<file path="src/sv/apb_pkg.sv">
// Package for the articulation point and bridge finder.
// Holds opcode, result kind and controller command/status types; no dependencies.
package apb_pkg;
	localparam logic [1:0] OP_CLEAR  = 2'd0;
	localparam logic [1:0] OP_APPEND = 2'd1;
	localparam logic [1:0] OP_SEARCH = 2'd2;

	localparam logic [1:0] KIND_BRIDGE = 2'd0;
	localparam logic [1:0] KIND_ARTIC  = 2'd1;
	localparam logic [1:0] KIND_NONE   = 2'd2;

	localparam int MaxResults = 32;

	typedef struct packed {
		logic clear;      // zero degrees and overflow
		logic append;     // append to_vertex to from_vertex list
		logic init;       // begin a search from the root
		logic step;       // one search step (descend, scan or retreat)
		logic scan_init;  // begin articulation scan
		logic scan_step;  // one vertex of the articulation scan
		logic finish;     // send the held result, or none-found, with last
	} apb_cmd_t;

	typedef struct packed {
		logic stack_empty;  // search finished
		logic scan_done;    // articulation scan passed the last vertex
	} apb_sts_t;
endpackage

</file>
<file path="src/sv/apb_ctrl.sv">
// Controller state machine of the articulation point and bridge finder.
// Depends on apb_pkg for command and status types.
module apb_ctrl (
	input  logic              clk,
	input  logic              arst_n,
	input  logic              start,
	input  logic [1:0]        opcode,
	input  apb_pkg::apb_sts_t sts,
	output logic              busy,
	output apb_pkg::apb_cmd_t cmd
);
	import apb_pkg::*;

	localparam logic [1:0] ST_IDLE  = 2'd0;
	localparam logic [1:0] ST_FETCH = 2'd1;
	localparam logic [1:0] ST_STEP  = 2'd2;
	localparam logic [1:0] ST_SCAN  = 2'd3;

	logic [1:0] state_q;
	logic       go;

	assign busy = (state_q != ST_IDLE);
	assign go   = start && !busy;

	always_comb begin
		cmd           = '0;
		cmd.clear     = go && (opcode == OP_CLEAR);
		cmd.append    = go && (opcode == OP_APPEND);
		cmd.init      = go && (opcode == OP_SEARCH);
		cmd.step      = (state_q == ST_STEP);
		cmd.scan_init = (state_q == ST_FETCH) && sts.stack_empty;
		cmd.scan_step = (state_q == ST_SCAN) && !sts.scan_done;
		cmd.finish    = (state_q == ST_SCAN) && sts.scan_done;
	end

	always_ff @(posedge clk or negedge arst_n) begin
		if (!arst_n) begin
			state_q <= ST_IDLE;
		end else begin
			unique case (state_q)
				ST_IDLE: begin
					if (go && opcode == OP_SEARCH) state_q <= ST_FETCH;
				end
				ST_FETCH: begin
					state_q <= sts.stack_empty ? ST_SCAN : ST_STEP;
				end
				ST_STEP: state_q <= ST_FETCH;
				ST_SCAN: begin
					if (sts.scan_done) state_q <= ST_IDLE;
				end
				default: state_q <= ST_IDLE;
			endcase
		end
	end

	a_one_cmd: assert property (@(posedge clk) disable iff (!arst_n)
		$onehot0({cmd.step, cmd.scan_step, cmd.finish, cmd.init, cmd.scan_init}))
		else $error("several phase commands at once");
	a_no_accept_busy: assert property (@(posedge clk) disable iff (!arst_n)
		(state_q != ST_IDLE) |-> !(cmd.clear || cmd.append || cmd.init))
		else $error("item accepted while busy");
	a_step_returns: assert property (@(posedge clk) disable iff (!arst_n)
		(state_q == ST_STEP) |=> (state_q == ST_FETCH))
		else $error("step not followed by fetch");
endmodule

</file>
<file path="src/sv/apb_dpath.sv">
// Datapath of the articulation point and bridge finder: adjacency memory,
// per-vertex search tables, DFS stack and result register. Depends on apb_pkg.
module apb_dpath #(
	parameter int VERTICES   = 16,
	parameter int MAX_DEGREE = 8
) (
	input  logic              clk,
	input  logic              arst_n,
	input  apb_pkg::apb_cmd_t cmd,
	input  logic [3:0]        from_vertex,
	input  logic [3:0]        to_vertex,
	input  logic [3:0]        root_vertex,
	output apb_pkg::apb_sts_t sts,
	output logic              result_valid,
	output logic [1:0]        kind,
	output logic [3:0]        vertex_a,
	output logic [3:0]        vertex_b,
	output logic              overflow,
	output logic              last
);
	import apb_pkg::*;

	localparam int VW    = (VERTICES > 1) ? $clog2(VERTICES) : 1;
	localparam int DW    = $clog2(MAX_DEGREE + 1);
	localparam int OW    = $clog2(VERTICES + 1);
	localparam int SW    = $clog2(VERTICES + 1);
	localparam int CW    = $clog2(MaxResults + 1);
	localparam int DEPTH = VERTICES * MAX_DEGREE;
	localparam int AW    = (DEPTH > 1) ? $clog2(DEPTH) : 1;

	// adjacency is a memory read through a register; the controller passes its
	// fetch state before each step, so the entry is ready when the step runs.
	logic [3:0]    adj_mem [DEPTH];
	logic [3:0]    adj_rd_q;
	logic [DW-1:0] degree_q [VERTICES];
	logic [OW-1:0] order_q  [VERTICES];
	logic          visited_q [VERTICES];
	logic [OW-1:0] low_q    [VERTICES];
	logic [VW-1:0] parent_q [VERTICES];
	logic [VW-1:0] stk_v_q  [VERTICES];
	logic [DW-1:0] stk_e_q  [VERTICES];
	logic [SW-1:0] sp_q;
	logic [OW-1:0] ctr_q;
	logic [1:0]    root_kids_q;
	logic [VERTICES-1:0] mark_q;
	logic          ovf_q;
	logic [CW-1:0] nres_q;
	logic [VW:0]   scan_q;
	logic          root_ok_q;
	logic [VW-1:0] root_q;
	// one result is held back so the final one can carry last
	logic          pend_v_q;
	logic [1:0]    pend_kind_q;
	logic [3:0]    pend_a_q;
	logic [3:0]    pend_b_q;

	logic [VW-1:0] top_sp, par_sp, u, w, p;
	logic [DW-1:0] idx;
	logic          has_edge, w_valid, w_new, can_emit;
	logic [AW-1:0] rd_addr;

	assign top_sp   = VW'(sp_q - SW'(1));
	assign par_sp   = VW'(sp_q - SW'(2));
	assign u        = stk_v_q[top_sp];
	assign idx      = stk_e_q[top_sp];
	assign p        = stk_v_q[par_sp];
	assign has_edge = (idx < degree_q[u]);
	assign rd_addr  = AW'(u) * AW'(MAX_DEGREE) + AW'(idx);
	assign w_valid  = (32'(adj_rd_q) < VERTICES);
	assign w        = VW'(adj_rd_q);
	assign w_new    = w_valid && !visited_q[w];
	assign can_emit = (nres_q < CW'(MaxResults));

	assign sts.stack_empty = (sp_q == '0);
	assign sts.scan_done   = (scan_q == (VW+1)'(VERTICES));

	logic app_ok;
	assign app_ok = (32'(from_vertex) < VERTICES) && (32'(to_vertex) < VERTICES)
		&& (degree_q[VW'(from_vertex)] < DW'(MAX_DEGREE));

	always_ff @(posedge clk) begin
		if (cmd.append && app_ok)
			adj_mem[AW'(VW'(from_vertex)) * AW'(MAX_DEGREE)
				+ AW'(degree_q[VW'(from_vertex)])] <= to_vertex;
		adj_rd_q <= adj_mem[rd_addr];
	end

	logic final_mark_w;
	assign final_mark_w = (root_kids_q > 2'd1);

	// new bridge on a retreat, or new articulation point in the scan
	logic       new_v;
	logic [1:0] new_kind;
	logic [3:0] new_a, new_b;
	always_comb begin
		new_v    = 1'b0;
		new_kind = KIND_BRIDGE;
		new_a    = 4'(p);
		new_b    = 4'(u);
		if (cmd.step && !has_edge && sp_q > SW'(1) && low_q[u] > order_q[p])
			new_v = can_emit;
		if (cmd.scan_step && mark_q[VW'(scan_q)]) begin
			new_v    = can_emit;
			new_kind = KIND_ARTIC;
			new_a    = 4'(scan_q);
			new_b    = '0;
		end
	end

	always_ff @(posedge clk or negedge arst_n) begin
		if (!arst_n) begin
			for (int i = 0; i < VERTICES; i++) begin
				degree_q[i]  <= '0;
				visited_q[i] <= 1'b0;
			end
			sp_q         <= '0;
			ctr_q        <= '0;
			root_kids_q  <= '0;
			mark_q       <= '0;
			ovf_q        <= 1'b0;
			nres_q       <= '0;
			scan_q       <= '0;
			root_ok_q    <= 1'b0;
			root_q       <= '0;
			pend_v_q     <= 1'b0;
			pend_kind_q  <= '0;
			pend_a_q     <= '0;
			pend_b_q     <= '0;
			result_valid <= 1'b0;
			kind         <= '0;
			vertex_a     <= '0;
			vertex_b     <= '0;
			last         <= 1'b0;
		end else begin
			result_valid <= 1'b0;
			last         <= 1'b0;
			if (cmd.clear) begin
				for (int i = 0; i < VERTICES; i++) degree_q[i] <= '0;
				ovf_q <= 1'b0;
			end
			if (cmd.append) begin
				if (app_ok)
					degree_q[VW'(from_vertex)] <= degree_q[VW'(from_vertex)] + DW'(1);
				else
					ovf_q <= 1'b1;
			end
			if (cmd.init) begin
				for (int i = 0; i < VERTICES; i++) visited_q[i] <= 1'b0;
				root_kids_q <= '0;
				mark_q      <= '0;
				nres_q      <= '0;
				pend_v_q    <= 1'b0;
				root_ok_q   <= (32'(root_vertex) < VERTICES);
				root_q      <= VW'(root_vertex);
				if (32'(root_vertex) < VERTICES) begin
					visited_q[VW'(root_vertex)] <= 1'b1;
					order_q[VW'(root_vertex)]   <= '0;
					low_q[VW'(root_vertex)]     <= '0;
					parent_q[VW'(root_vertex)]  <= VW'(root_vertex);
					stk_v_q[0] <= VW'(root_vertex);
					stk_e_q[0] <= '0;
					sp_q  <= SW'(1);
					ctr_q <= OW'(1);
				end else begin
					sp_q  <= '0;
					ctr_q <= '0;
				end
			end
			if (cmd.step) begin
				if (has_edge) begin
					stk_e_q[top_sp] <= idx + DW'(1);
					if (w_new) begin
						parent_q[w]  <= u;
						visited_q[w] <= 1'b1;
						order_q[w]   <= ctr_q;
						low_q[w]     <= ctr_q;
						ctr_q        <= ctr_q + OW'(1);
						if (u == root_q && root_kids_q != 2'd3)
							root_kids_q <= root_kids_q + 2'd1;
						if (32'(sp_q) < VERTICES) begin
							stk_v_q[VW'(sp_q)] <= w;
							stk_e_q[VW'(sp_q)] <= '0;
							sp_q <= sp_q + SW'(1);
						end
					end else if (w_valid && w != parent_q[u]
							&& order_q[w] < low_q[u]) begin
						low_q[u] <= order_q[w];
					end
				end else begin
					sp_q <= sp_q - SW'(1);
					if (sp_q > SW'(1)) begin
						if (low_q[u] >= order_q[p]) mark_q[p] <= 1'b1;
						if (low_q[u] < low_q[p]) low_q[p] <= low_q[u];
					end
				end
			end
			if (cmd.scan_init) begin
				scan_q <= '0;
				if (root_ok_q) mark_q[root_q] <= final_mark_w;
			end
			if (cmd.scan_step)
				scan_q <= scan_q + (VW+1)'(1);
			// a new result releases the held one, which is then known not last
			if (new_v) begin
				result_valid <= pend_v_q;
				kind         <= pend_kind_q;
				vertex_a     <= pend_a_q;
				vertex_b     <= pend_b_q;
				pend_v_q     <= 1'b1;
				pend_kind_q  <= new_kind;
				pend_a_q     <= new_a;
				pend_b_q     <= new_b;
				nres_q       <= nres_q + CW'(1);
			end
			if (cmd.finish) begin
				result_valid <= 1'b1;
				last         <= 1'b1;
				kind         <= pend_v_q ? pend_kind_q : KIND_NONE;
				vertex_a     <= pend_v_q ? pend_a_q : 4'd0;
				vertex_b     <= pend_v_q ? pend_b_q : 4'd0;
				pend_v_q     <= 1'b0;
			end
		end
	end

	assign overflow = ovf_q;

	a_sp_bound: assert property (@(posedge clk) disable iff (!arst_n)
		32'(sp_q) <= VERTICES) else $error("stack pointer out of range");
	a_res_bound: assert property (@(posedge clk) disable iff (!arst_n)
		32'(nres_q) <= MaxResults) else $error("result count over limit");
	a_last_valid: assert property (@(posedge clk) disable iff (!arst_n)
		last |-> result_valid) else $error("last without strobe");
endmodule

</file>
<file path="src/sv/articulation_points_and_bridges.sv">
// Top level of the articulation point and bridge finder.
// Instantiates apb_ctrl and apb_dpath; uses apb_pkg.
//
// Commands: start with opcode 0 (clear), 1 (append from_vertex->to_vertex)
// or 2 (search from the root register). Clear and append do not raise
// busy, so loads go in every cycle while the block is idle. A search keeps
// busy high while it runs: every DFS step (each adjacency entry scanned,
// each retreat) passes through a fetch state for the registered adjacency
// read and then an execute state; the fetch state then sees the empty stack,
// the articulation scan visits each vertex and the final item is sent.
// Results appear as one-cycle strobes on result_valid; the receiver cannot
// stall, so it must take each transaction as it comes. One result is held
// back so the final one can be marked, so the last transaction of a run
// (last high) comes in the same cycle as busy falls. Bridges come in
// discovery order, then articulation points in ascending order. The user
// must write the root register with root_wr_en only while the block is
// idle and no result is outstanding; the block itself does not enforce it.
module articulation_points_and_bridges #(
	parameter int VERTICES   = 16,
	parameter int MAX_DEGREE = 8
) (
	input  logic       clk,
	input  logic       arst_n,
	input  logic       start,
	output logic       busy,
	input  logic [1:0] opcode,
	input  logic [3:0] from_vertex,
	input  logic [3:0] to_vertex,
	input  logic       root_wr_en,
	input  logic [3:0] root_wr_data,
	output logic       result_valid,
	output logic [1:0] kind,
	output logic [3:0] vertex_a,
	output logic [3:0] vertex_b,
	output logic       overflow,
	output logic       last
);
	import apb_pkg::*;

	apb_cmd_t   cmd;
	apb_sts_t   sts;
	logic [3:0] root_q;

	always_ff @(posedge clk or negedge arst_n) begin
		if (!arst_n) root_q <= '0;
		else if (root_wr_en) root_q <= root_wr_data;
	end

	apb_ctrl u_ctrl (
		.clk    (clk),
		.arst_n (arst_n),
		.start  (start),
		.opcode (opcode),
		.sts    (sts),
		.busy   (busy),
		.cmd    (cmd)
	);

	apb_dpath #(
		.VERTICES   (VERTICES),
		.MAX_DEGREE (MAX_DEGREE)
	) u_dpath (
		.clk          (clk),
		.arst_n       (arst_n),
		.cmd          (cmd),
		.from_vertex  (from_vertex),
		.to_vertex    (to_vertex),
		.root_vertex  (root_q),
		.sts          (sts),
		.result_valid (result_valid),
		.kind         (kind),
		.vertex_a     (vertex_a),
		.vertex_b     (vertex_b),
		.overflow     (overflow),
		.last         (last)
	);
endmodule
</file>
<file path="config.mk">
export PLATFORM = sky130hd
export DESIGN_NAME = articulation_points_and_bridges
export DESIGN_NICKNAME = d
export VERILOG_FILES = /design/src/sv/apb_pkg.sv /design/src/sv/apb_ctrl.sv /design/src/sv/apb_dpath.sv /design/src/sv/articulation_points_and_bridges.sv
export SDC_FILE = /design/constraint.sdc
export NUM_CORES = 2
export LEC_CHECK = 0
export BUFFER_PORTS_ARGS = -buffer_cell sky130_fd_sc_hd__buf_4
export CAP_MARGIN = 20
export CORE_UTILIZATION = 60
export DETAILED_ROUTE_END_ITERATION = 8
export HOLD_SLACK_MARGIN = 0.15
export PLACE_DENSITY = 0.76
export SYNTH_ARGS = -nofsm -noshare
export SYNTH_HDL_FRONTEND = slang
export SYNTH_SLANG_ARGS = --single-unit
</file>
<file path="constraint.sdc">
create_clock -name clk -period 9.6 [get_ports clk]
set_clock_uncertainty 0.05 [all_clocks]
set_input_delay 2.88 -clock clk [delete_from_list [all_inputs] [get_ports clk]]
set_output_delay 2.88 -clock clk [all_outputs]
set_load 0.005 [all_outputs]
</file>
# Yosys cells after proc, flatten, opt, wreduce, memory -nomap -nowiden
# Memory sizes are Yosys's and may differ from the RTL's. A register that Yosys moved wholly into a read port is not among the register bits.
# Index checks and enable logic that the tools add are counted.
op_classes:
  n_bitwise: 6
  n_eq_ne: 11
  n_reduce_logical: 44
  mul: 0
  order_cmp: 22
  shift: 0
  n_mux: 129
  add_sub_neg: 11
  div: 0
ops:
  columns: ["cell", "count"]
  rows:
  - ["2-to-1 mux 64 bit", 3]
  - ["2-to-1 mux 16 bit", 11]
  - ["2-to-1 mux 4 bit", 23]
  - ["2-to-1 mux 5 bit", 15]
  - ["bitwise mux 64 bit", 1]
  - ["2-to-1 mux 1 bit", 53]
  - ["binary-select mux 4 bit (select 4 bit)", 2]
  - ["OR 16 bit", 2]
  - ["logical AND 1 bit", 25]
  - [">= comparator 5 bit (second input constant)", 4]
  - ["2-to-1 mux 2 bit", 10]
  - ["NOT 4 -> 5 bit", 4]
  - ["OR reduction 5 bit", 4]
  - ["bitwise mux 16 bit", 1]
  - ["demux 1 bit (select 4 bit)", 4]
  - ["demux 4 bit (select 4 bit)", 1]
  - ["adder 5 x 1 -> 5 bit (second input constant)", 3]
  - ["< comparator 4 x 5 -> 1 bit (second input constant)", 3]
  - ["< comparator 5 x 1 -> 1 bit (second input constant)", 3]
  - ["adder 7 x 4 -> 7 bit", 2]
  - ["2-to-1 mux 6 bit", 2]
  - ["OR reduction 4 bit", 3]
  - ["< comparator 5 bit", 2]
  - ["adder 4 x 1 -> 4 bit (second input constant)", 2]
  - ["other kinds (28)", 40]
totals:
  romBits: 0
  n_memories: 6
  regBits: 154
  latch_bits: 0
  inputBits: 18
  out_inout_bits: 14
  mem_bits_rw: 864
mem_list:
  columns: ["memory", "words", "width", "read_ports", "rd_ports_with_merged_regs", "wr", "line", "text"]
  rows:
  - ["u_dpath.adj_mem", 128, 4, 1, 1, 1, "apb_dpath.sv:33", "logic [3:0] adj_mem [DEPTH];"]
  - ["u_dpath.low_q", 16, 5, 2, 0, 1, "apb_dpath.sv:38", "logic [OW-1:0] low_q [VERTICES];"]
  - ["u_dpath.order_q", 16, 5, 2, 0, 1, "apb_dpath.sv:36", "logic [OW-1:0] order_q [VERTICES];"]
  - ["u_dpath.parent_q", 16, 4, 1, 0, 1, "apb_dpath.sv:39", "logic [VW-1:0] parent_q [VERTICES];"]
  - ["u_dpath.stk_e_q", 16, 4, 1, 0, 2, "apb_dpath.sv:41", "logic [DW-1:0] stk_e_q [VERTICES];"]
  - ["u_dpath.stk_v_q", 16, 4, 2, 0, 1, "apb_dpath.sv:40", "logic [VW-1:0] stk_v_q [VERTICES];"]

# Depth between registers and ports, before layout
# An unclocked memory read counts as a cell.
depth:
  word_depth: 15
  depth_mapped: 30

# Cells and area by module
# Synthesis repeated with hierarchy kept, for this count alone.
unflattened:
  hier_cells: 4144
  hier_area_um2: 48494.0
modules_own_cells:
  columns: ["module", "seq_area_each_um2", "n_inst", "cells_each", "area_per_inst_um2"]
  rows:
  - ["apb_dpath", 29062.9, 1, 4120, 48190.0]
  - ["apb_ctrl", 50.0, 1, 16, 158.9]
  - ["articulation_points_and_bridges", 100.1, 1, 8, 145.1]

# Worst setup path after synthesis
# No wires, ideal clock.
synth_path:
  path_kind: "input to register"
  start: "in from_vertex[0]"
  end: "mem u_dpath.adj_mem[10][0], enable pin"
  arrival_ns: 6.391
  stages: 9
  slack_ns: 2.829
  path_cell_list: "buf_1 > clkbuf_1 > mux4_2 > mux4_2 > ha_1 > ha_1 > nor4b_1 > nand2_1 > nor2_1"
synth_via:
  elab_chain_cells: 8
synth_rtl:
  columns: ["item", "line", "text"]
  rows:
  - ["start: declaration", "articulation_points_and_bridges.sv:27", "input logic [3:0] from_vertex,"]
  - ["NOT 4 -> 5 bit (not written as such)", "apb_dpath.sv:79, apb_dpath.sv:84", null]
  - ["binary-select mux 4 bit (select 4 bit)", "apb_dpath.sv:79, apb_dpath.sv:84", null]
  - ["2-to-1 mux 4 bit (not written as such) (2 in a row)", "apb_dpath.sv:79, apb_dpath.sv:84", null]
  - ["< comparator 4 bit", "apb_dpath.sv:79", "&& (degree_q[VW'(from_vertex)] < DW'(MAX_DEGREE));"]
  - ["logical AND 1 bit", "apb_dpath.sv:82", "if (cmd.append && app_ok)"]
  - ["2-to-1 mux 1 bit", "apb_dpath.sv:82", null]
  - ["2-to-1 mux 1 bit (not written as such)", "apb_dpath.sv:83", "adj_mem[AW'(VW'(from_vertex)) * AW'(MAX_DEGREE)"]
  - ["end: declaration", "apb_dpath.sv:33", null]
# Several ways; a longest one is shown, not always the timed one. The select of a mux whose other input is x is not followed.

# Worst setup path after layout
layout_path:
  start: "reg u_dpath.sp_q[1]"
  end: "mem u_dpath.low_q[14][3] in the netlist's numbering, enable pin"
layout_via:
  elab_chain_cells: 15
layout_rtl:
  columns: ["item", "line", "text"]
  rows:
  - ["start: declaration", "apb_dpath.sv:42", "logic [SW-1:0] sp_q;"]
  - ["start signal: assignment", "apb_dpath.sv:183", "sp_q <= sp_q + SW'(1);"]
  - ["start signal: assignment", "apb_dpath.sv:190", "sp_q <= sp_q - SW'(1);"]
  - ["branches (longest 15 deep; another with subtractor 5 x 1 -> 5 bit)", null, null]
  - ["end: declaration", "apb_dpath.sv:38", null]
# Parallel ways; which one is timed is not known. The select of a mux whose other input is x is not followed.

==> results.md <==
- GRT overflow: 0
- Status: completed
- Antenna violations before repair: 1
- Most frequent cells after synthesis: edfxtp_1, mux2i_1, nand2_1, nor2_1, a21oi_1
- PostCTS Resize Cnt: 0
- CP required: ~10 ns
- Most numerous cell in the Yosys netlist: edfxtp_1
- Max Cap Viol: 0
- Mapped Cells: approximately 3600
- Synth Net Count: around 3600
- Leak: roughly 18 nW
- Vias in the first global route: around 30000
- Syn Std Cell Area: between 40000 and 50000 um^2
- Die width: roughly 280 um
- Vias per inst: roughly 6.7
- Hold Fails Final Rpt: 0
- Iter 0 DRT Violations: just under 4000
- Crit-path max cell delay: 0.86 ns
- TritonRoute pass-1 iters: 6
- Sequential share of power: between 20% and 30%
- CTS max path bufs: 3
- Pwr per Cell Area: roughly 370 nW/um^2
- Starting Density: 60.8%
- Worst-path clk slew: 0.06 ns
- Unique masters post-synth: 82
- WP data arrival: roughly 8 ns
- Routed WL: approximately 120000 um
- Residual DRC: 0
- Yosys top cell area share: about 51%
- Worst path cell trace: buf_4, inv_1, ha_2, mux2i_1, a22o_1, nor3_2, nor2_4, inv_2, buf_4, nand2_1, nand3_1, o21ai_0, o21ai_0, o21ai_0, ha_1, a21oi_1, nor2b_1, o21ai_0, nand3_1, a211oi_1, o21ai_0, o31ai_1, mux2i_1, nor4_1
- Clock Power Share: 21.0%
- FFs w/ async S/R, synth: approximately 15%
- Largest cells by area after synthesis: edfxtp_1, dfrtp_1, mux2i_1
- Fmax: ~130 MHz
- Critical path capture point type: flop
- Pint: 10.8 mW
- Relative slew slack: a little under a quarter
- Unrepaired setup endpoints after global routing: false
- Hold_buf cts: 0
- Hold depth: 1
- Die ar.: 79700 um^2
- Combinational share of power: just over 50%
- Gr usage total: approximately 30%
- R2r worst-path depth: 24
- RR Startpoint: u_dpath.sp_q[1]
- P_sw: slightly above 8 mW
- Detailed Place HPWL: 75800 um
- Synthesis-to-layout area growth: 9.55%
- HP Class: reg2reg
- Top_reg_cell synth: edfxtp_1
- Drt wl/cell: around 25 um
- Final period utilization: 81.8%
- Finished layout cell area: slightly above 50000 um^2
- Worst-Margin Slew: approximately 1.1 ns
- Post-layout nets: 3588
- # fillers: about 5400
- TNS Setup: 0 ns
- R2R Setup Slk: between 1.5 and 2 ns
- Post-CTS setup buffer count: 0
- TritonCTS clock tree: done
- Critical Path Source Type: flop
- Synthesized area per cell: 13.2 um^2
- Num CTS Buffers: 100
- Core area: around 78000 um^2
- CP most frequent cell: o21ai_0
- Max-slew violations: 0
- Clock Latency Late Sink: slightly below 0.7 ns
- Max IR drop VDD: between 0.3 and 0.4 mV
- Setup violators final: 0
- Min Tclk post-route: ~8 ns
- # IOs: 32
- Total number of vias: between 30000 and 40000
- CP max stage cell: nor4_1
- Die height: approximately 280 um
- First-pass GRT wire length: 179000 um
- Critical path peak fanout: 35
- Yosys top cell by area: edfxtp_1
- Sequential area share after synthesis: between 60% and 70%
- Synthesis Warnings: 0
- N_diodes: 0
- Worst hold start: u_dpath.scan_q[4]
- DP Area: 48200 um^2
- R2r endpoint: u_dpath.low_q[14][3]
- Final ANT Viol Nets: 0
- Share of cells above drive strength 1: 12.5%
- Number of synthesized register bits: between 1000 and 1500
- Switching Share: between 40 and 50%
- Post-synth EDFFs: 800
- Pin count of the biggest net entering global routing: 156
- Num rows: between 100 and 150
- H-Tree Level Count: 3
- Critical path class: reg2reg
- Hold worst-path end: u_dpath.scan_q[4]
- Port buffer count: 31
- Clock sinks: 1021
- GPL Wtd Cong: 0.936
- Root Buffer: clkbuf_16
[layout by cell type, fill, tap and decap left out, types with 9 or more instances in the layout]
master / synthesis / final
a211o_1: 11 / 11
a211oi_1: 115 / 115
a21oi_1: 203 / 203
a221o_1: 11 / 11
a221oi_1: 19 / 19
a22o_1: 30 / 30
a31oi_1: 12 / 11
and2_1: 11 / 11
and3_1: 15 / 15
buf_4: 7 / 96
bufinv_16: 0 / 10
clkbuf_1: 158 / 18
clkbuf_16: 0 / 102
clkinv_1: 1 / 16
clkinv_2: 0 / 19
dfrtp_1: 153 / 152
dfxtp_1: 68 / 67
edfxtp_1: 800 / 800
ha_1: 36 / 35
inv_1: 37 / 37
mux2_2: 40 / 40
mux2i_1: 374 / 374
mux4_2: 123 / 119
nand2_1: 352 / 352
nand2b_1: 20 / 20
nand3_1: 95 / 95
nand4_1: 20 / 20
nor2_1: 257 / 256
nor2b_1: 116 / 116
nor3_1: 45 / 45
nor4_1: 28 / 28
o211ai_1: 35 / 35
o21ai_0: 103 / 103
o221ai_1: 39 / 39
o22ai_1: 22 / 22
o31ai_1: 9 / 9
xnor2_1: 14 / 14
[stage by stage]
stage	hold WS, ns	worst slack, ns	power (mW)	utilization [%]	std cells
floorplan	0.392	2.83	12.0	-	3584
global placement	0.412	2.31	14.4	62.2	4465
detailed placement	0.430	2.00	14.7	62.2	4466
CTS	0.436	1.92	18.7	66.5	4653
global route	0.455	1.31	19.8	66.6	4659
finish	0.435	1.75	18.9	66.6	4659
[final cells by class]
type                            count  area, um^2  area share [%]
Timing Repair Buffer              104         858            1.66
Clock inverter                     59         633            1.23
Inverter                           40         150           0.291
Sequential cell                  1021       29200            56.6
Multi-Input combinational cell   2267       16800            32.5
Tap cell                         1040        1300            2.52
Clock buffer                      128        2720            5.27
[cells by family after synthesis]
logic type,Yosys count,share of synthesized area [%]
mux,539,14.8
compound gates,660,9.21
buf+inv,296,2.58
simple gates,1007,9.94
xor+xnor,25,0.536
flops,1021,61.9
fa+ha+maj,36,0.955
[flip-flops by register name (all words and copies together), names as in the netlist, 5 cells and up]
| name | count |
|---|---|
| u_dpath.mark_q | 16 |
| u_dpath.stk_e_q | 64 |
| u_dpath.visited_q | 16 |
| u_dpath.sp_q | 5 |
| u_dpath.parent_q | 64 |
| u_dpath.adj_mem | 512 |
| u_dpath.order_q | 80 |
| u_dpath.low_q | 80 |
| u_dpath.stk_v_q | 64 |
| u_dpath.scan_q | 5 |
| u_dpath.degree_q | 64 |
| u_dpath.nres_q | 6 |
| u_dpath.ctr_q | 5 |
[worst max path at each step]
stage | start | to | slack, ns
global placement | from_vertex[0] | u_dpath.adj_mem[79][2] | 2.31
global route | u_dpath.sp_q[1] | u_dpath.low_q[14][3] | 1.31
detailed placement | u_dpath.sp_q[1] | u_dpath.low_q[14][4] | 2.00
CTS | u_dpath.sp_q[1] | u_dpath.low_q[14][3] | 1.92
floorplan | from_vertex[0] | u_dpath.adj_mem[10][0] | 2.83
finish | u_dpath.sp_q[1] | u_dpath.low_q[14][3] | 1.75
[metal layers]
layer  track usage (%)  wire, um  up-vias
met2              44.9     53900     1783
met5                 0        13        -
li1                  -         -    13600
met4              10.0      3560        2
met1              42.3     47700    15500
met3              7.53     13300      260
[power groups by stage]
stage          Sequential (mW)  Clock (mW)  Combinational, mW
3_3_place_gp              5.45           0               8.96
4_1_cts                   5.38        4.01               9.33
2_1_floorplan             5.37           0               6.60
6_report                  5.39        3.98               9.57
5_1_grt                   5.41        4.19               10.2
3_5_place_dp              5.47           0               9.25
[critical path, delay by kind of cell, from the launching register on]
| kind | cells | cell delay [ns] |
|---|---|---|
| AOI/OAI and AO/OA | 9 | 2.05 |
| adders and majority gates | 2 | 1.09 |
| buffers and inverters | 4 | 1.45 |
| DFF | 1 | 0.33 |
| muxes | 2 | 0.53 |
| and+or+nand+nor | 7 | 1.90 |
No activity file was read; power rests on OpenSTA's default activity.
